**config.mk**
```make
export PLATFORM = sky130hd
export DESIGN_NAME = pzo_cordic_step
export DESIGN_NICKNAME = d
export VERILOG_FILES = /design/src/rtl/core/pzo_pkg.sv /design/src/rtl/core/pzo_cordic_step.sv
export SDC_FILE = /design/constraint.sdc
export NUM_CORES = 1
export LEC_CHECK = 0
export BUFFER_PORTS_ARGS = -buffer_cell sky130_fd_sc_hd__buf_2
export CAP_MARGIN = 5
export CORE_UTILIZATION = 52
export CTS_CLUSTER_DIAMETER = 60
export DETAILED_ROUTE_END_ITERATION = 12
export HOLD_SLACK_MARGIN = 0.12
export PLACE_DENSITY = 0.8
export SYNTH_ARGS = -nofsm -noshare
export SYNTH_HDL_FRONTEND = slang
export SYNTH_SLANG_ARGS = --single-unit
```
**constraint.sdc**
```tcl
create_clock -name clk_i -period 8.1 [get_ports clk_i]
set_input_delay 0.81 -clock clk_i [delete_from_list [all_inputs] [get_ports clk_i]]
set_output_delay 0.81 -clock clk_i [all_outputs]
set_load 0.005 [all_outputs]
```
**src/rtl/core/pzo_pkg.sv**
```systemverilog
// ----------------------------------------------------------------------------
// pzo_pkg
// shared types, register indexes and the arctangent table of the
// pole-zero orientation field
// ----------------------------------------------------------------------------
package pzo_pkg;

  localparam int unsigned LANES      = 4;   // two cores then two deltas
  localparam int unsigned POINT_REGS = 2;   // position registers per kind
  localparam int unsigned TABLE_LEN  = 20;
  localparam int unsigned VW         = 28;  // cordic vector and angle width
  localparam int unsigned SW         = 32;  // angle sum width

  localparam logic [2:0] REG_CORE_COUNT  = 3'd0;
  localparam logic [2:0] REG_DELTA_COUNT = 3'd1;
  localparam logic [2:0] REG_CORE_POS0   = 3'd2;
  localparam logic [2:0] REG_CORE_POS1   = 3'd3;
  localparam logic [2:0] REG_DELTA_POS0  = 3'd4;
  localparam logic [2:0] REG_DELTA_POS1  = 3'd5;

  localparam logic signed [VW-1:0] PI_SCALED = 28'sd52707179;

  typedef struct packed {
    logic signed [VW-1:0] x;
    logic signed [VW-1:0] y;
    logic signed [VW-1:0] z;
    logic                 en;
  } pzo_lane_t;

  typedef pzo_lane_t [LANES-1:0] pzo_item_t;

  // round(atan(2^-i) * 2^24)
  function automatic logic signed [VW-1:0] atan_entry(input int unsigned i);
    logic signed [VW-1:0] r;
    r = '0;
    case (i)
      0:  r = 28'sd13176795;
      1:  r = 28'sd7778716;
      2:  r = 28'sd4110060;
      3:  r = 28'sd2086331;
      4:  r = 28'sd1047214;
      5:  r = 28'sd524117;
      6:  r = 28'sd262123;
      7:  r = 28'sd131069;
      8:  r = 28'sd65536;
      9:  r = 28'sd32768;
      10: r = 28'sd16384;
      11: r = 28'sd8192;
      12: r = 28'sd4096;
      13: r = 28'sd2048;
      14: r = 28'sd1024;
      15: r = 28'sd512;
      16: r = 28'sd256;
      17: r = 28'sd128;
      18: r = 28'sd64;
      19: r = 28'sd32;
      default: r = '0;
    endcase
    return r;
  endfunction

endpackage

```
**src/rtl/core/pzo_cordic_step.sv**
```systemverilog
// ----------------------------------------------------------------------------
// pzo_cordic_step
// one registered vectoring cordic iteration applied to every lane
// ----------------------------------------------------------------------------
module pzo_cordic_step import pzo_pkg::*; #(
  parameter int unsigned IDX = 0
) (
  input  logic      clk_i,
  input  logic      rst_ni,
  input  logic      in_valid_i,
  output logic      in_ready_o,
  input  pzo_item_t in_data_i,
  output logic      out_valid_o,
  input  logic      out_ready_i,
  output pzo_item_t out_data_o
);

  localparam logic signed [VW-1:0] Ang = atan_entry(IDX);

  logic      valid_q;
  pzo_item_t data_d, data_q;

  assign in_ready_o = !valid_q || out_ready_i;

  always_comb begin
    data_d = in_data_i;
    for (int l = 0; l < LANES; l++) begin
      if (in_data_i[l].y != '0) begin
        if (!in_data_i[l].y[VW-1]) begin
          data_d[l].x = in_data_i[l].x + (in_data_i[l].y >>> IDX);
          data_d[l].y = in_data_i[l].y - (in_data_i[l].x >>> IDX);
          data_d[l].z = in_data_i[l].z + Ang;
        end else begin
          data_d[l].x = in_data_i[l].x - (in_data_i[l].y >>> IDX);
          data_d[l].y = in_data_i[l].y + (in_data_i[l].x >>> IDX);
          data_d[l].z = in_data_i[l].z - Ang;
        end
      end
    end
  end

  always_ff @(posedge clk_i or negedge rst_ni) begin
    if (!rst_ni) begin
      valid_q <= 1'b0;
    end else if (in_ready_o) begin
      valid_q <= in_valid_i;
    end
  end

  always_ff @(posedge clk_i) begin
    if (in_ready_o && in_valid_i) begin
      data_q <= data_d;
    end
  end

  assign out_valid_o = valid_q;
  assign out_data_o  = data_q;

endmodule

```
==> parameters.txt, run 1 <==
Parameter                              Value

Synthesis
  Share of Yosys cell area claimed by the top area cell type ... 0.280
  Synth area leader ... sky130_fd_sc_hd__edfxtp_1
  Distinct cell type count after synthesis ... 94
  Net count of the mapped netlist ... 5270
  Number of synthesized flops with an enable pin ... 340
  Cell count after synthesis ... 4446
  FF+latch count, synth ... 341
  Biggest area contributors in the synthesized netlist ... sky130_fd_sc_hd__edfxtp_1 (28%), sky130_fd_sc_hd__ha_1 (16%), sky130_fd_sc_hd__a21oi_1 (7.4%)
  Synthesis warning total ... 0
  Mean post-synth cell area ... 8.21 sq um
  Sequential element share of the synthesized area ... 0.281
  FFs w/ async S/R, synth ... 0.00293
  Post-synthesis instance area ... 36500 sq um
  Ys flop type ... sky130_fd_sc_hd__edfxtp_1

Cells and area
  Number of nets in the final layout ... 5815
  Final design area excluding fillers ... 42100 sq um
  Ratio of cells with drive above 1 in the final layout ... 0.166
  Synth-to-Final Area Change ... 15.3%
  Non-Filler Instances ... 5986
  Final design utilization ... 0.609

Power and ir drop
  Worst supply voltage drop on vdd ... 0.165 mV
  Total power ... 7.00 mW
  Power density cells ... 166 nW/um^2
  Static power due to leakage ... 18.9 nW

Route
  Drt via density ... 6.09
  Detail Route Antenna Nets ... 0
  Drt drc ... 0
  Total iterations of the first detailed-routing run ... 10
  Detailed-route wire length ... 129000 microns
  First-iteration detailed-routing DRC count ... 3823
  Average wire per cell in the routed design ... 21.5 microns
  Total vias in the final route ... 36400

Clock tree
  Clock root buffer ... sky130_fd_sc_hd__clkbuf_16
  CTS tree ... built
  CTS H-tree depth ... 2
  Post-cts gate resize count ... 0
  Num CTS Buffers ... 44
  Clk pin slew, worst setup/hold paths ... 60 ps
  Worst-Skew Late Latency ... 590 ps
  Number of buffers between clock root and the deepest sink ... 3
  Clk sink count ... 341

Placed design
  Pre-CTS worst setup slack ... 2420 ps
  IO buf count ... 685
  Weighted congestion reported at the end of routability-driven placement ... 1.02
  Post-DP HPWL ... 99600 microns
  Placed Instances ... 5875
  DP Area ... 40500 sq um

Timing
  Worst relative slew slack ... 0.260
  Total count of max-transition violations in the final report ... 0
  Max Clock Freq ... 0.194 GHz
  Worst slew pin tran ... 1110 ps
  Number of failing hold endpoints at the final stage ... 0
  Post-route clock period utilization ... 0.637
  Number of setup violations in the final report ... 0
  Minimum period implied by the final worst setup slack ... 5160 ps
  Worst clock skew on the final layout ... 21.3 ps
  Aggregate negative setup slack ... 0 ps
  Setup repair after global routing missed its margin ... no
  Fin Hold WS ... 396 ps
  Fin worst setup slack ... 2940 ps

Critical path
  Worst EP required ... 8410 ps
  Depth of the worst register-to-register path ... 3
  Critical path startpoint category ... input port
  Worst Path Max Fanout ... 28
  Critical setup path kind ... input port to register
  CP max-delay cell ... sky130_fd_sc_hd__clkinv_1
  Cell breakdown of the critical path ... buf_2, clkinv_1, buf_4, ha_1, a2111oi_0, o21ai_1, a311oi_1, o211ai_1, and2_1, a21o_1, a221oi_1, xor2_1, a21oi_1
  Endpoint type of the worst setup path ... register
  Stage delay of the slowest cell on the critical path ... 920 ps
  Arrival time of data at the critical path endpoint ... 5470 ps

Floorplanning
  Die H ... 267 microns
  Boundary Pins ... 686
  Die W ... 267 microns
  Std-Cell Core Area ... 69100 sq um
  Row count ... 96
  Initial cell density of the core ... 0.528
  Overall die area ... 71200 sq um

Min path
  Worst min-delay path class ... input port to register
  Number of stages on the worst hold path ... 1

Global route
  Vias in the first global route ... 33200
  Number of antenna violations at the first check in global routing ... 40
  Global routing usage summed across all routing layers ... 0.343
  Residual overflow from global routing ... 0
  Largest net degree at the start of global routing ... 115
  First-pass GRT wire length ... 191000 microns

Status
  Status ... complete, no violations

Run
  Maximum capacitance violations ... 0
-- synthesized netlist by cell type (31+ instances only) --
master and number:
sky130_fd_sc_hd__a211oi_1 46, sky130_fd_sc_hd__a21o_1 128, sky130_fd_sc_hd__a21oi_1 536, sky130_fd_sc_hd__a221oi_1 31
sky130_fd_sc_hd__a31oi_1 38, sky130_fd_sc_hd__buf_1 32, sky130_fd_sc_hd__clkbuf_1 160, sky130_fd_sc_hd__edfxtp_1 340
sky130_fd_sc_hd__ha_1 464, sky130_fd_sc_hd__inv_1 351, sky130_fd_sc_hd__mux2i_1 34, sky130_fd_sc_hd__nand2_1 284
sky130_fd_sc_hd__nand2b_1 54, sky130_fd_sc_hd__nand3_1 63, sky130_fd_sc_hd__nor2_1 463, sky130_fd_sc_hd__nor2b_1 40
sky130_fd_sc_hd__nor3_1 86, sky130_fd_sc_hd__nor4_1 53, sky130_fd_sc_hd__o21ai_0 302, sky130_fd_sc_hd__o21ai_1 38
sky130_fd_sc_hd__o21bai_1 99, sky130_fd_sc_hd__o22ai_1 31, sky130_fd_sc_hd__or3_1 41, sky130_fd_sc_hd__xnor2_1 215
sky130_fd_sc_hd__xor2_1 70
-- area by class of cell --
| cell class | count | area (sq um) |
|---|---|---|
| repair buffers | 707 | 3610 |
| diodes | 29 | 72.6 |
| inverters | 370 | 1390 |
| clock inverters | 29 | 345 |
| clock buffers | 52 | 1170 |
| well taps | 931 | 1160 |
| flip-flops and latches | 341 | 10200 |
| multi-input cells | 3527 | 24100 |
| fillers | 6154 | 27000 |
-- logic make-up after synthesis --
kind of cell	after synthesis	share of synthesized area
XOR/XNOR	285	0.0684
multiplexers	36	0.00995
AND/OR/NAND/NOR	1198	0.151
buffers and inverters	578	0.0603
flip-flops	341	0.281
AO/OA/AOI/OAI	1528	0.262
adder cells (fa/ha/maj)	480	0.168
-- registers in the layout, indices dropped and copies added (netlist names) --
register	cells
out_valid_o	1
out_data_o	340
-- cell usage in the layout, fill, tap and decap left out, types with 40 or more instances in the layout --
cell	n
sky130_fd_sc_hd__clkbuf_16	46
sky130_fd_sc_hd__a21o_1	128
sky130_fd_sc_hd__nor3_1	86
sky130_fd_sc_hd__xnor2_1	215
sky130_fd_sc_hd__or3_1	41
sky130_fd_sc_hd__a21oi_1	536
sky130_fd_sc_hd__nand3_1	63
sky130_fd_sc_hd__inv_1	351
sky130_fd_sc_hd__nand2b_1	54
sky130_fd_sc_hd__a211oi_1	46
sky130_fd_sc_hd__buf_2	685
sky130_fd_sc_hd__nand2_1	284
sky130_fd_sc_hd__edfxtp_1	340
sky130_fd_sc_hd__o21ai_0	302
sky130_fd_sc_hd__nor2_1	458
sky130_fd_sc_hd__nor2b_1	40
sky130_fd_sc_hd__o21bai_1	99
sky130_fd_sc_hd__nor4_1	53
sky130_fd_sc_hd__xor2_1	70
sky130_fd_sc_hd__ha_1	464
-- per-layer routing --
metal  wire length, microns  global-route usage  vias up
met5                     96                   0        -
met4                   7000               0.192       14
met3                  11600              0.0676      329
met2                  59000               0.548     1905
met1                  50800               0.433    17100
li1                       -                   -    17100
-- power breakdown --
group	internal (mW)	switching (mW)	total, mW	leakage, nW
registers	2.24	0.0721	2.32	3.25
logic	1.01	1.59	2.60	14.9
clock network	1.24	0.841	2.08	0.743
total	4.50	2.50	7.00	18.9
-- worst max-delay path: cells and delay by family --
family | cells | cell delay [ps]
xor+xnor | 1 | 220
simple gates | 1 | 210
buf+inv | 3 | 1820
compound gates | 7 | 2150
fa+ha+maj | 1 | 250
-- path summary, 6_finish.rpt --
| check | slack [ps] | startpoint | to |
|---|---|---|---|
| setup / recovery | 2940 | in_data_i[311] | out_data_o[281] |
| hold / removal | 400 | in_data_i[255] | out_data_o[255] |
| setup reg to reg | 5620 | out_valid_o | out_data_o[75] |
| hold reg to reg | 560 | out_valid_o | out_valid_o |
| max in group asynchronous | 7500 | rst_ni | out_valid_o |
| min in group asynchronous | 520 | rst_ni | out_valid_o |
-- repair_timing --
item / CTS / global route
endpoints found under the hold margin: 1 / 0
buffers inserted: 0 / 0
hold buffers: 1 / 0
(Power assumes the default switching activity.)
==> run 2: changes to the inputs <==
CORE_AREA = 2 2 269 271   (was default)
CORE_UTILIZATION = default   (was 52)
DIE_AREA = 0 0 271 273   (was default)
PLACE_DENSITY = 0.76   (was 0.8)
clock period = 5.2 ns   (was 8.1 ns; I/O delays follow)
==> run 2 against run 1 <==
Sequential power is 55% higher. Hold slack got worse by 180 ps. Clock skew down 10 ps. Cell count grew 0.30%. Global-route usage shrank 0.86 points. Sequential cell count unchanged. Combinational power up 58%. Register-to-register slack worse by 2400 ps. Design area rose by 0.11%. First-iteration DRC count is 17% lower. Setup slack got worse by 1700 ps. Power increased by 54%. Critical endpoint unchanged. Largest cell class unchanged. Highest routed layer unchanged.
==> parameters.txt, run 2 (synthesis gave the netlist of run 1 again) <==
Parameter                              Value

Route
  Total iterations of the first detailed-routing run ... 6 (-4)
  Average wire per cell in the routed design ... 21.7 microns (+1.2%)
  Drt drc ... 0 (unchanged)
  First-iteration detailed-routing DRC count ... 3172 (-17%)
  Detailed-route wire length ... 130000 microns (+1.5%)
  Total vias in the final route ... 36300 (-0.26%)
  Detail Route Antenna Nets ... 0 (unchanged)
  Drt via density ... 6.05 (-0.55%)

Global route
  First-pass GRT wire length ... 195000 microns (+2.3%)
  Number of antenna violations at the first check in global routing ... 32 (-20%)
  Residual overflow from global routing ... 0 (unchanged)
  Global routing usage summed across all routing layers ... 0.335 (-0.00863)
  Vias in the first global route ... 33700 (+1.6%)
  Largest net degree at the start of global routing ... 83 (-28%)

Timing
  Worst relative slew slack ... 0.209 (-0.0511)
  Post-route clock period utilization ... 0.756
  Setup repair after global routing missed its margin ... no
  Total count of max-transition violations in the final report ... 0 (unchanged)
  Number of setup violations in the final report ... 0 (unchanged)
  Minimum period implied by the final worst setup slack ... 3930 ps
  Worst clock skew on the final layout ... 10.9 ps (-10.4 ps)
  Aggregate negative setup slack ... 0 ps (unchanged)
  Number of failing hold endpoints at the final stage ... 0 (unchanged)
  Worst slew pin tran ... 1190 ps (+76.6 ps)
  Max Clock Freq ... 0.254 GHz

Critical path
  Stage delay of the slowest cell on the critical path ... 460 ps (-460 ps)
  Endpoint type of the worst setup path ... register
  Cell breakdown of the critical path ... buf_2, clkinv_1, buf_4, ha_1, a21o_1, a21oi_1, o21ai_1, a311oi_1, o211ai_1, and2_1, a21o_1, a221oi_1, xor2_1, a21oi_1
  Worst EP required ... 5520 ps (-2890 ps)
  CP max-delay cell ... sky130_fd_sc_hd__a311oi_1
  Worst Path Max Fanout ... 21 (-25%)
  Critical setup path kind ... input port to register
  Critical path startpoint category ... input port
  Arrival time of data at the critical path endpoint ... 4250 ps (-1220 ps)

Clock tree
  Clock root buffer ... sky130_fd_sc_hd__clkbuf_16
  CTS tree ... built
  Buffers inserted by post-CTS timing repair ... 0 (unchanged)
  Post-cts gate resize count ... 0 (unchanged)
  Clk pin slew, worst setup/hold paths ... 60 ps (about the same)
  Num CTS Buffers ... 44 (unchanged)
  CTS H-tree depth ... 2 (unchanged)
  Post-CTS Hold Buffers ... 6 (+5)
  Worst-Skew Late Latency ... 600 ps (about the same)
  Number of buffers between clock root and the deepest sink ... 3 (unchanged)
  Clk sink count ... 341 (unchanged)

Placed design
  IO buf count ... 685 (unchanged)
  DP Area ... 40600 sq um (+0.26%)
  Post-DP HPWL ... 102000 microns (+2.3%)
  Weighted congestion reported at the end of routability-driven placement ... 1.01 (-0.75%)

Cells and area
  Final design area excluding fillers ... 42100 sq um (+0.11%)
  Ratio of cells with drive above 1 in the final layout ... 0.165 (-0.00102)
  Leading cell types in the layout, fill and taps excluded ... sky130_fd_sc_hd__buf_2 (685), sky130_fd_sc_hd__a21oi_1 (536), sky130_fd_sc_hd__ha_1 (464)
  Filler Cells Inserted ... 6422 (+4.4%)
  Final design utilization ... 0.593 (-0.0159)
  Number of nets in the final layout ... 5824 (+0.15%)
  Most common cell after layout, fill and taps aside ... sky130_fd_sc_hd__buf_2
  Synth-to-Final Area Change ... 15.4%
  Max reg flops ... 340 (unchanged)

Power and ir drop
  Worst supply voltage drop on vdd ... 0.302 mV (+83%)
  Power density cells ... 257 nW/um^2 (+54%)
  Static power due to leakage ... 18.9 nW (about the same)

Floorplanning
  Row count ... 98 (+2.1%)
  Overall die area ... 74000 sq um (+3.9%)
  Initial cell density of the core ... 0.514 (-0.0144)
  Die H ... 273 microns (+2.3%)
  Die W ... 271 microns (+1.5%)
  Std-Cell Core Area ... 71000 sq um (+2.8%)
  Boundary Pins ... 686 (unchanged)

Min path
  Worst min-delay path class ... input port to register

Status
  Status ... complete, no violations

Run
  Maximum capacitance violations ... 0 (unchanged)
==> run 2: area by class of cell <==
| class | count | area (sq um) | area share |
|---|---|---|---|
| clock inverters | 25 | 270 | 0.00642 |
| well taps | 950 | 1190 | 0.0282 |
| clock buffers | 54 | 1160 | 0.0275 |
| diodes | 21 | 52.6 | 0.00125 |
| multi-input cells | 3527 | 24100 | 0.572 |
| inverters | 370 | 1390 | 0.0330 |
| repair buffers | 716 | 3740 | 0.0888 |
| flip-flops and latches | 341 | 10200 | 0.243 |
==> run 2: path summary, 6_finish.rpt <==
path	slack, ps	from	end	depth (start not counted)
max	1270	in_data_i[311]	out_data_o[281]	14
min	220	in_data_i[113]	out_data_o[113]	2
max reg2reg	3210	out_valid_o	out_data_o[339]	3
min reg2reg	560	out_valid_o	out_valid_o	2
max in group asynchronous	4860	rst_ni	out_valid_o	2
min in group asynchronous	250	rst_ni	out_valid_o	2
==> run 2: critical path: cells and delay by family <==
kind	cells	cell delay, ps
AO/OA/AOI/OAI	8	1850
buffers and inverters	3	1150
adder cells (fa/ha/maj)	1	290
AND/OR/NAND/NOR	1	210
XOR/XNOR	1	210
==> run 2: stage by stage <==
| step | hold slack (ps) | std cells | setup WS, ps | total power [mW] |
|---|---|---|---|---|
| after floorplan | 224 | 4446 | 1110 | 6.22 |
| after global placement | 300 | 5898 | 877 | 7.61 |
| after detailed placement | 299 | 5898 | 784 | 7.63 |
| after CTS | 198 | 5983 | 1380 | 10.8 |
| after global routing | 213 | 6001 | 1070 | 11.3 |
| final | 218 | 6004 | 1270 | 10.8 |
==> run 2: metal layers <==
metal | GRT usage | wire length [microns] | vias to the layer above
li1 | - | - | 17100
met1 | 0.422 | 51900 | 17000
met2 | 0.547 | 59600 | 1820
met3 | 0.0583 | 11200 | 356
met4 | 0.179 | 7730 | 12
met5 | 0 | 82 | -
==> run 2: where the power goes <==
| part | switching (mW) | internal (mW) |
|---|---|---|
| Combinational | 2.51 | 1.58 |
| Clock | 1.27 | 1.83 |
| Sequential | 0.108 | 3.50 |
