<file path="config.mk">
export PLATFORM = sky130hd
export DESIGN_NAME = pzo_sum
export DESIGN_NICKNAME = d
export VERILOG_FILES = /design/src/rtl/core/pzo_pkg.sv /design/src/rtl/core/pzo_sum.sv
export SDC_FILE = /design/constraint.sdc
export NUM_CORES = 1
export LEC_CHECK = 0
export BUFFER_PORTS_ARGS = -buffer_cell sky130_fd_sc_hd__buf_2
export CAP_MARGIN = 20
export CORE_AREA = 3 3 148 150
export CTS_BUF_LIST = sky130_fd_sc_hd__clkbuf_2 sky130_fd_sc_hd__clkbuf_4 sky130_fd_sc_hd__clkbuf_8
export DETAILED_ROUTE_END_ITERATION = 6
export DIE_AREA = 0 0 151 153
export GPL_TIMING_DRIVEN = 0
export SLEW_MARGIN = 40
export SYNTH_ARGS = -nofsm -noshare
export SYNTH_HDL_FRONTEND = slang
export SYNTH_SLANG_ARGS = --single-unit
</file>
<file path="constraint.sdc">
create_clock -name clk_i -period 3.3 [get_ports clk_i]
set_input_delay 0.165 -clock clk_i [delete_from_list [all_inputs] [get_ports clk_i]]
set_output_delay 0.165 -clock clk_i [all_outputs]
set_load 0.005 [all_outputs]
</file>
<file path="src/rtl/core/pzo_pkg.sv">
// ----------------------------------------------------------------------------
// pzo_pkg
// shared types, register indexes and the arctangent table of the
// pole-zero orientation field
// ----------------------------------------------------------------------------
package pzo_pkg;

  localparam int unsigned LANES      = 4;   // two cores then two deltas
  localparam int unsigned POINT_REGS = 2;   // position registers per kind
  localparam int unsigned TABLE_LEN  = 20;
  localparam int unsigned VW         = 28;  // cordic vector and angle width
  localparam int unsigned SW         = 32;  // angle sum width

  localparam logic [2:0] REG_CORE_COUNT  = 3'd0;
  localparam logic [2:0] REG_DELTA_COUNT = 3'd1;
  localparam logic [2:0] REG_CORE_POS0   = 3'd2;
  localparam logic [2:0] REG_CORE_POS1   = 3'd3;
  localparam logic [2:0] REG_DELTA_POS0  = 3'd4;
  localparam logic [2:0] REG_DELTA_POS1  = 3'd5;

  localparam logic signed [VW-1:0] PI_SCALED = 28'sd52707179;

  typedef struct packed {
    logic signed [VW-1:0] x;
    logic signed [VW-1:0] y;
    logic signed [VW-1:0] z;
    logic                 en;
  } pzo_lane_t;

  typedef pzo_lane_t [LANES-1:0] pzo_item_t;

  // round(atan(2^-i) * 2^24)
  function automatic logic signed [VW-1:0] atan_entry(input int unsigned i);
    logic signed [VW-1:0] r;
    r = '0;
    case (i)
      0:  r = 28'sd13176795;
      1:  r = 28'sd7778716;
      2:  r = 28'sd4110060;
      3:  r = 28'sd2086331;
      4:  r = 28'sd1047214;
      5:  r = 28'sd524117;
      6:  r = 28'sd262123;
      7:  r = 28'sd131069;
      8:  r = 28'sd65536;
      9:  r = 28'sd32768;
      10: r = 28'sd16384;
      11: r = 28'sd8192;
      12: r = 28'sd4096;
      13: r = 28'sd2048;
      14: r = 28'sd1024;
      15: r = 28'sd512;
      16: r = 28'sd256;
      17: r = 28'sd128;
      18: r = 28'sd64;
      19: r = 28'sd32;
      default: r = '0;
    endcase
    return r;
  endfunction

endpackage

</file>
<file path="src/rtl/core/pzo_sum.sv">
// ----------------------------------------------------------------------------
// pzo_sum
// adds the enabled core angles and subtracts the enabled delta angles
// ----------------------------------------------------------------------------
module pzo_sum import pzo_pkg::*; (
  input  logic                 clk_i,
  input  logic                 rst_ni,
  input  logic                 in_valid_i,
  output logic                 in_ready_o,
  input  pzo_item_t            in_data_i,
  output logic                 out_valid_o,
  input  logic                 out_ready_i,
  output logic signed [SW-1:0] out_sum_o
);

  logic                 valid_q;
  logic signed [SW-1:0] sum_d, sum_q;

  assign in_ready_o = !valid_q || out_ready_i;

  always_comb begin
    sum_d = '0;
    for (int l = 0; l < LANES; l++) begin
      if (in_data_i[l].en) begin
        if (l < POINT_REGS) begin
          sum_d = sum_d + SW'(in_data_i[l].z);
        end else begin
          sum_d = sum_d - SW'(in_data_i[l].z);
        end
      end
    end
  end

  always_ff @(posedge clk_i or negedge rst_ni) begin
    if (!rst_ni) begin
      valid_q <= 1'b0;
    end else if (in_ready_o) begin
      valid_q <= in_valid_i;
    end
  end

  always_ff @(posedge clk_i) begin
    if (in_ready_o && in_valid_i) begin
      sum_q <= sum_d;
    end
  end

  assign out_valid_o = valid_q;
  assign out_sum_o   = sum_q;

endmodule

</file>
==> out/qor.yml, run 1 <==
grt_usage_pct: 20.9
vdd_ir_drop_max_mv: 0.227
cp_slowest_cell: "or4_4"
critPathBufInv: 6
worstPathMaxFanout: 8
nets: 1641
io_pins: 378
maxCapViolCount: 0
arrival_ns: 6.32
antenna_left: 0
grt_pass1_vias: 7860
start_util_pct: 34.9
antenna_found_initial: 1
power.leakage_nw: 4.89
min_path_type: "in -> reg"
path_clk_slew_ns: 0.07
cts_buffers: 5
pwr-share-comb_pct: 77.0
post-route-drc-count: 0
grt_max_degree: 33
setup_ws_ns: -2.99
gp_congestion: 0.913
placement.io_buffers: 151
dr.pass1.iters: 5
rsz0062_at_grt: "yes"
drtIter0Drc: 327
final_area_um2: 10300
cts_tree: "built"
routed_wl_mm: 25.2
ys_warn_count: 0
intPower_w: 0.00250
htreeDepth: 2
dieWidth_um: 151
wl_per_cell_um: 17.0
die_h_um: 153
clock_tree.root_cell: "clkbuf_8"
syn_nets: 1405
syn-cell-area_um2: 7270
seq_area_frac_synth_pct: 13.6
hold_ws_ns: 0.0763
dp.final_hpwl_mm: 19.8
path_delay_family: "compound AO/OA/AOI/OAI gates"
max_slew_margin_pct: 48.6
fillers: 2064
setup.worst_path.start_class: "input port"
ys_async_sr_fraction_pct: 3.03
synth_flop_cell: "edfxtp_1"
vias: 7915
synth-edff-count: 32
sw_frac_of_total_pct: 42.6
synth_cell_types: 72
finClkSkew_ns: 0.00730
drv_slew: 0
syn_inst: 970
avgSynthCellArea_um2: 7.49
violations: "negative setup slack"
vias_per_cell: 5.34
rows: 53
grt_pass1_wl_mm: 39.2
drive_gt1_share_pct: 38.6
clockBufferDepth: 2
utilization_pct: 49.6
placed_area_um2: 8720
core_um2: 20800
worst_pin_slew_ns: 0.772
critical_path_required_ns: 3.34
setup_viol: 28
clock_power_share_pct: 9.2
diodes: 0
cp_slowest_stage_delay_ns: 0.44
fin_crit_sh_pct: 190
cts_num_sinks: 33
syn2layout_area_growth_pct: 42.2
pwr-share-seq_pct: 13.9
die_area_um2: 23100
fmax_mhz: 159
endpoint_kind: "register"
power_density_nw_per_um2: 422
hold_violations: 0
synth_seq_cells: 33
clk_latency_ns: 0.29
crit_top_cell: "a21o_1"
status: "complete, but fails checks"
p_sw_w: 0.00186
finalCriticalPeriod_ns: 6.29
path_class: "in -> reg"
grt_overflow_total: 0
[synth_stat cells, types with 6 or more instances]
master	number	area [um2]
o31ai_1	7	52.6
clkbuf_1	33	124
o211ai_1	7	52.6
nand4_1	17	106
o21ai_1	14	70.1
xnor2_1	44	385
nor3_1	17	85.1
and3_1	14	87.6
mux2_2	33	372
ha_1	88	1100
or3_1	9	56.3
a31oi_1	19	119
a21oi_1	103	515
a211oi_1	6	45.0
edfxtp_1	32	961
o21a_1	11	82.6
o21ai_0	28	140
and2_1	22	138
xor2_1	31	272
nand2_1	60	225
inv_1	105	394
nor2_1	67	251
a21o_1	56	420
o21bai_1	12	90.1
nor2b_1	10	62.6
nand2b_1	13	81.3
nand3_1	24	120
mux2i_1	11	110
[per-stage QoR]
stage                     total power, W  instances  TNS, ns  setup slack [ns]
after floorplan                  0.00256        970   -46.76             -2.63
after global placement           0.00315       1396   -76.86             -3.79
after detailed placement         0.00316       1396   -77.07             -3.84
after CTS                        0.00411       1467   -56.64             -2.93
after global routing             0.00469       1482   -63.50             -3.21
final                            0.00436       1482   -57.62             -2.99
[kinds of logic (layout without fill, tap and decap cells)]
kind of cell,Yosys count,after routing,synth area share (%)
adder cells (fa/ha/maj),91,91,16.0
multiplexers,45,45,6.83
AO/OA/AOI/OAI,313,313,28.2
flip-flops,33,33,13.6
AND/OR/NAND/NOR,272,272,19.1
XOR/XNOR,75,75,9.04
buffers and inverters,141,378,7.28
[area by class of cell]
cell class / count / area [um2] / share of cell area (%)
Clock inverter: 2 / 37.5 / 0.363
Clock buffer: 6 / 82.6 / 0.799
Sequential cell: 33 / 986 / 9.54
Tap cell: 275 / 344 / 3.33
Buffer: 28 / 168 / 1.62
Inverter: 105 / 394 / 3.81
Timing Repair Buffer: 237 / 1450 / 14.0
Multi-Input combinational cell: 796 / 6870 / 66.5
[routing by layer]
| layer | vias to the layer above | track usage [%] | part of all wire [%] |
|---|---|---|---|
| met5 | - | 0 | 0.028 |
| met4 | 2 | 3.84 | 2.0 |
| met2 | 191 | 35.8 | 48 |
| li1 | 3997 | - | - |
| met3 | 30 | 3.05 | 4.6 |
| met1 | 3695 | 28.0 | 46 |
[path summary, 6_finish.rpt]
kind,endpoint,slack (ns),startpoint,cells after the start
setup / recovery,out_sum_o[31],-2.99,in_data_i[0],36
hold / removal,out_valid_o,0.08,in_valid_i,2
setup reg to reg,out_sum_o[17],1.80,out_valid_o,2
hold reg to reg,out_valid_o,0.53,out_valid_o,2
max in group asynchronous,out_valid_o,3.04,rst_ni,2
min in group asynchronous,out_valid_o,0.18,rst_ni,2
[sequential cells by signal (all words and copies together), names as in the netlist]
name,flops
out_sum_o,32
out_valid_o,1
[placed cells by master, fill, tap and decap left out, types with 8 or more instances in the layout]
master	n
inv_1	97
edfxtp_1	32
clkbuf_1	20
buf_2	151
xnor2_1	38
ha_1	53
a21oi_1	61
o21ai_1	15
buf_6	10
mux2_4	10
nand2b_1	13
a21oi_2	37
o21bai_1	11
nand4_1	17
o21ai_0	15
nand3_1	21
mux2_2	24
nor2_1	61
or3_1	8
nor3_1	12
a31oi_1	14
ha_4	29
o21a_1	11
xor2_1	29
inv_2	8
o21ai_2	10
buf_4	76
and2_1	18
nand2_1	52
a21o_1	55
and3_1	11
[power groups by stage]
stage / sequential (W) / combinational, W / clock [W]
6_report: 0.000604 / 0.00336 / 0.000399
2_1_floorplan: 0.000624 / 0.00194 / 0
3_3_place_gp: 0.000615 / 0.00253 / 0
3_5_place_dp: 0.000614 / 0.00255 / 0
4_1_cts: 0.000606 / 0.00309 / 0.000412
5_1_grt: 0.000612 / 0.00364 / 0.000434
[what timing repair did]
item                                   CTS  global route
setup buffers                           67            20
pin swaps                               80            29
hold buffers                             1             0
cloned                                   0             0
endpoints found under the hold margin    1             0
setup endpoints to repair               29            29
gates resized for setup                126            53
Power figures use the tool's default switching activity.
==> run 2, diff against run 1 <==
- GPL_TIMING_DRIVEN: 0 -> default
==> run 2 against run 1 <==
  * Flip-flop and latch count stayed put
  * Sequential power hardly changed
  * The flow still finishes with violations (negative setup slack)
  * Via count is 15% higher
  * Utilization is 11 points higher
  * Clock skew hardly changed
  * Combinational power is 25% higher
  * First-iteration DRC count is 29% higher
  * Wire length is 10% higher
  * Critical path depth is 1 lower
==> out/qor.yml, run 2 (synthesis gave the netlist of run 1 again) <==
dieWidth_um: 151
numPlacedInstances: 1690
cts_tree: "built"
gp_congestion: 0.930
post-route-drc-count: 0
drtIter0Drc: 422
grt_pass1_wl_mm: 42.6
setup_viol: 28
use_met2_pct: 42.2
hold_ws_ns: 0.0765
grt_pass1_vias: 9112
endpoint_kind: "register"
min_path_type: "in -> reg"
die_h_um: 153
worst_pin_slew_ns: 0.642
layoutNonFillerInstCount: 1763
vias_per_cell: 5.16
antenna_found_initial: 0
dpl_worst_slack_ns: -3.07
nets: 1922
crit_start: "in_data_i[0]"
power.leakage_nw: 6.38
cp_slowest_stage_delay_ns: 0.43
vias: 9095
io_pins: 378
power_density_nw_per_um2: 413
dp.final_hpwl_mm: 21.6
cp_slowest_cell: "or4_4"
antenna_left: 0
max_slew_margin_pct: 56.7
clk_latency_ns: 0.29
final_common_cell: "buf_4"
fmax_mhz: 171
routed_wl_mm: 27.8
grt_use_met1_pct: 26.9
gr-usage-met3_pct: 2.25
die_area_um2: 23100
finalCriticalPeriod_ns: 5.86
path_clk_slew_ns: 0.07
crit_top_cell: "a21o_1"
setup.worst_path.start_class: "input port"
diodes: 0
syn2layout_area_growth_pct: 73.2
grt_usage_pct: 22.4
busiest_layer: "met2"
finClkSkew_ns: 0.00776
power_w: 0.00519
core_um2: 20800
fin_crit_sh_pct: 178
cts_num_sinks: 33
status: "complete, but fails checks"
vdd_ir_drop_max_mv: 0.235
cts_buffers: 5
rows: 53
wl_per_cell_um: 15.8
drive_gt1_share_pct: 51.1
r2r-start: "out_valid_o"
setup_ws_ns: -2.56
path_class: "in -> reg"
hold_violations: 0
critical_path_required_ns: 3.34
clockBufferDepth: 2
largest_reg_flops: 32
clock_tree.root_cell: "clkbuf_8"
htreeDepth: 2
maxCapViolCount: 0
rsz0062_at_grt: "yes"
grt_overflow_total: 0
hold_start: "in_valid_i"
worstPathMaxFanout: 8
start_util_pct: 34.9
arrival_ns: 5.89
placement.io_buffers: 153
drv_slew: 0
dr.pass1.iters: 7
violations: "negative setup slack"
grt_max_degree: 33
final_cell_mix: "buf_4 (361), buf_2 (151), inv_1 (98)"
==> run 2: changes by cell type in the layout (fill, tap and decap cells not counted), sizes merged <==
| cell | previous run | this run |
|---|---|---|
| buf | 239 | 545 |
| clkbuf | 31 | 6 |
| clkinv | 0 | 1 |
| clkinvlp | 1 | 0 |
==> run 2: worst max-delay path: cells and delay by family <==
family	cells	cell delay [ns]
and+or+nand+nor	10	1.49
buffers and inverters	5	0.46
xor gates and xnor gates	3	0.42
AOI/OAI and AO/OA	13	2.38
adders and majority gates	4	0.94
==> run 2: where the power goes <==
group	internal (W)	leakage, nW	switching [W]	total [W]
clock network	0.000231	0.0563	0.000153	0.000384
logic	0.00228	6.01	0.00193	0.00421
registers	0.000586	0.315	0.0000182	0.000604
==> run 2: cell type report <==
class,instances,area (um2)
fill,1830,8230
clock buffer,6,76.3
inverter,105,394
multi-input combinational,796,6890
timing repair buffer,546,3860
clock inverter,2,33.8
sequential,33,986
tap,275,344
==> run 2: path summary, 6_finish.rpt <==
check,cells after the start,endpoint,slack [ns]
max,35,out_sum_o[31],-2.56
min,2,out_valid_o,0.08
max reg2reg,3,out_sum_o[0],1.95
min reg2reg,2,out_valid_o,0.54
max in group asynchronous,2,out_valid_o,3.04
min in group asynchronous,2,out_valid_o,0.18
==> run 2: metrics by stage <==
stage | utilization (%) | TNS [ns] | cell area [um2]
6_report | 60.5 | -50.96 | 12600
4_1_cts | 56.4 | -48.09 | 11700
3_3_place_gp | 52.9 | -62.05 | 11000
5_1_grt | 60.5 | -56.95 | 12600
3_5_place_dp | 52.9 | -64.44 | 11000
2_1_floorplan | - | -46.76 | 7610
==> run 2: what timing repair did <==
action / CTS / global route
hold buffers: 1 / 0
pin swaps: 64 / 99
setup endpoints to repair: 28 / 28
buffers inserted: 32 / 36
hold endpoints to repair: 1 / 0
gates resized for setup: 77 / 123
==> run 2: per-layer routing <==
layer / share of wire [%] / vias to the layer above
met3: 3.7 / 47
met1: 42 / 4270
met2: 52 / 220
met4: 2.3 / 0
met5: 0 / -
li1: - / 4558
==> run 3, diff against run 2 <==
==> constraint.sdc (replaced) <==
create_clock -name clk_i -period 3.3 [get_ports clk_i]
set_input_delay 0.825 -clock clk_i [delete_from_list [all_inputs] [get_ports clk_i]]
set_output_delay 0.825 -clock clk_i [all_outputs]
set_load 0.005 [all_outputs]
==> run 3 against run 2 <==
  * Die area is the same
  * Global-route usage grew 0.82 points
  * Worst setup slack lost 0.56 ns
  * The flow still finishes with violations (negative setup slack)
  * Maximum frequency shrank 8.7%
==> out/qor.yml, run 3 (synthesis gave the netlist of run 1 again) <==
critical_path_required_ns: 3.35
htreeDepth: 2
antenna_found_initial: 0
gp_congestion: 0.955
cp_slowest_cell: "ha_1"
placed_area_um2: 11100
final_cell_mix: "buf_4 (365), buf_2 (150), inv_1 (98)"
vias: 9197
cp_slowest_stage_delay_ns: 0.34
max_slew_margin_pct: 61.0
endpoint_kind: "register"
regArea_um2: 986
largest_reg_flops: 32
setup_ws_ns: -3.12
fmax_mhz: 156
final_area_um2: 12700
io_pins: 378
dieWidth_um: 151
die_area_um2: 23100
routed_wl_mm: 28.0
placement.io_buffers: 153
clockBufferDepth: 2
maxCapViolCount: 0
path_class: "in -> reg"
dp.final_hpwl_mm: 22.0
status: "complete, but fails checks"
worst_pin_slew_ns: 0.585
syn2layout_area_growth_pct: 75.3
die_h_um: 153
drtIter0Drc: 422
power.leakage_nw: 6.42
drv_slew: 0
arrival_ns: 6.46
core_um2: 20800
setup.worst_path.start_class: "input port"
path_clk_slew_ns: 0.07
violations: "negative setup slack"
diodes: 0
fin_crit_sh_pct: 194
clk_latency_ns: 0.29
worstPathMaxFanout: 5
vdd_ir_drop_max_mv: 0.246
finalCriticalPeriod_ns: 6.42
grt_usage_pct: 23.2
grt_max_degree: 33
wl_per_cell_um: 15.9
utilization_pct: 61.2
cts_num_sinks: 33
final_common_cell: "buf_4"
multi_input_comb_area_um2: 7020
cts_hold_buf: 0
fillers: 1813
min_path_type: "in -> async"
rows: 53
finClkSkew_ns: 0.00470
rsz0062_at_grt: "yes"
clock_tree.root_cell: "clkbuf_8"
vias_per_cell: 5.21
dpl_worst_slack_ns: -3.65
crit_top_cell: "a21o_1"
start_util_pct: 34.9
cts_buffers: 5
antenna_left: 0
grt_pass1_wl_mm: 44.0
hold_violations: 0
grt_overflow_total: 0
post-route-drc-count: 0
power_density_nw_per_um2: 408
dr.pass1.iters: 5
nets: 1923
grt_pass1_vias: 9440
setup_viol: 30
cts_tree: "built"
drive_gt1_share_pct: 52.1
run 3: changes by cell type in the layout (fill, tap and decap cells not counted), moves of 4 or more:
cell,change
ha_1,-9
a21oi_2,+6
buf_4,+4
a21oi_1,-4
ha_4,+10
buf_6,-4
run 3: routing by layer:
layer	global-route usage, %	part of all wire [%]
met1	27.6	40
met2	43.0	52
met3	2.70	4.4
met4	7.21	3.7
met5	0	0
run 3: cell type report:
class	count	area share, %
clock buffer	6	0.599
clock inverter	2	0.0785
multi-input combinational	796	55.1
timing repair buffer	547	30.7
inverter	105	3.11
tap	275	2.70
sequential	33	7.74
run 3: repair_timing:
action                     4_1_cts  5_1_grt
pin swaps                      110       70
setup buffers                   44       18
gates cloned                     1        0
gates resized for setup        148       61
setup endpoints to repair       31       31
run 3: final timing paths:
kind / end / from / slack (ns) / cells after the start
max in group asynchronous: out_valid_o / rst_ni / 2.93 / 1
setup reg to reg: out_sum_o[1] / out_valid_o / 1.96 / 3
min in group clk_i: out_valid_o / out_valid_o / 0.53 / 2
setup / recovery: out_sum_o[31] / in_data_i[0] / -3.12 / 32
hold reg to reg: out_valid_o / out_valid_o / 0.53 / 2
hold / removal: out_valid_o / rst_ni / 0.28 / 1
run 3: critical path: cells and delay by family:
kind                     cells  cell delay (ns)
AND/OR/NAND/NOR              4             0.55
adder cells (fa/ha/maj)      3             0.74
XOR/XNOR                     4             0.50
multiplexers                 2             0.48
buffers and inverters        5             0.61
AO/OA/AOI/OAI               14             2.74
run 3: stage by stage:
| step | hold WS [ns] | TNS [ns] | std cells | power [W] |
|---|---|---|---|---|
| final | 0.285 | -70.48 | 1764 | 0.00520 |
| after global routing | 0.263 | -76.21 | 1764 | 0.00558 |
| after CTS | 0.282 | -68.55 | 1748 | 0.00492 |
| after detailed placement | 0.511 | -81.37 | 1697 | 0.00403 |
| after global placement | 0.497 | -79.08 | 1697 | 0.00397 |
| after floorplan | 0.529 | -66.31 | 970 | 0.00257 |
run 3: power breakdown:
part           total (W)  switching (W)  internal [W]  leakage, nW
clock           0.000322       0.000167      0.000155       0.0484
sequential      0.000602      0.0000171      0.000585        0.315
combinational    0.00427        0.00194       0.00234         6.05
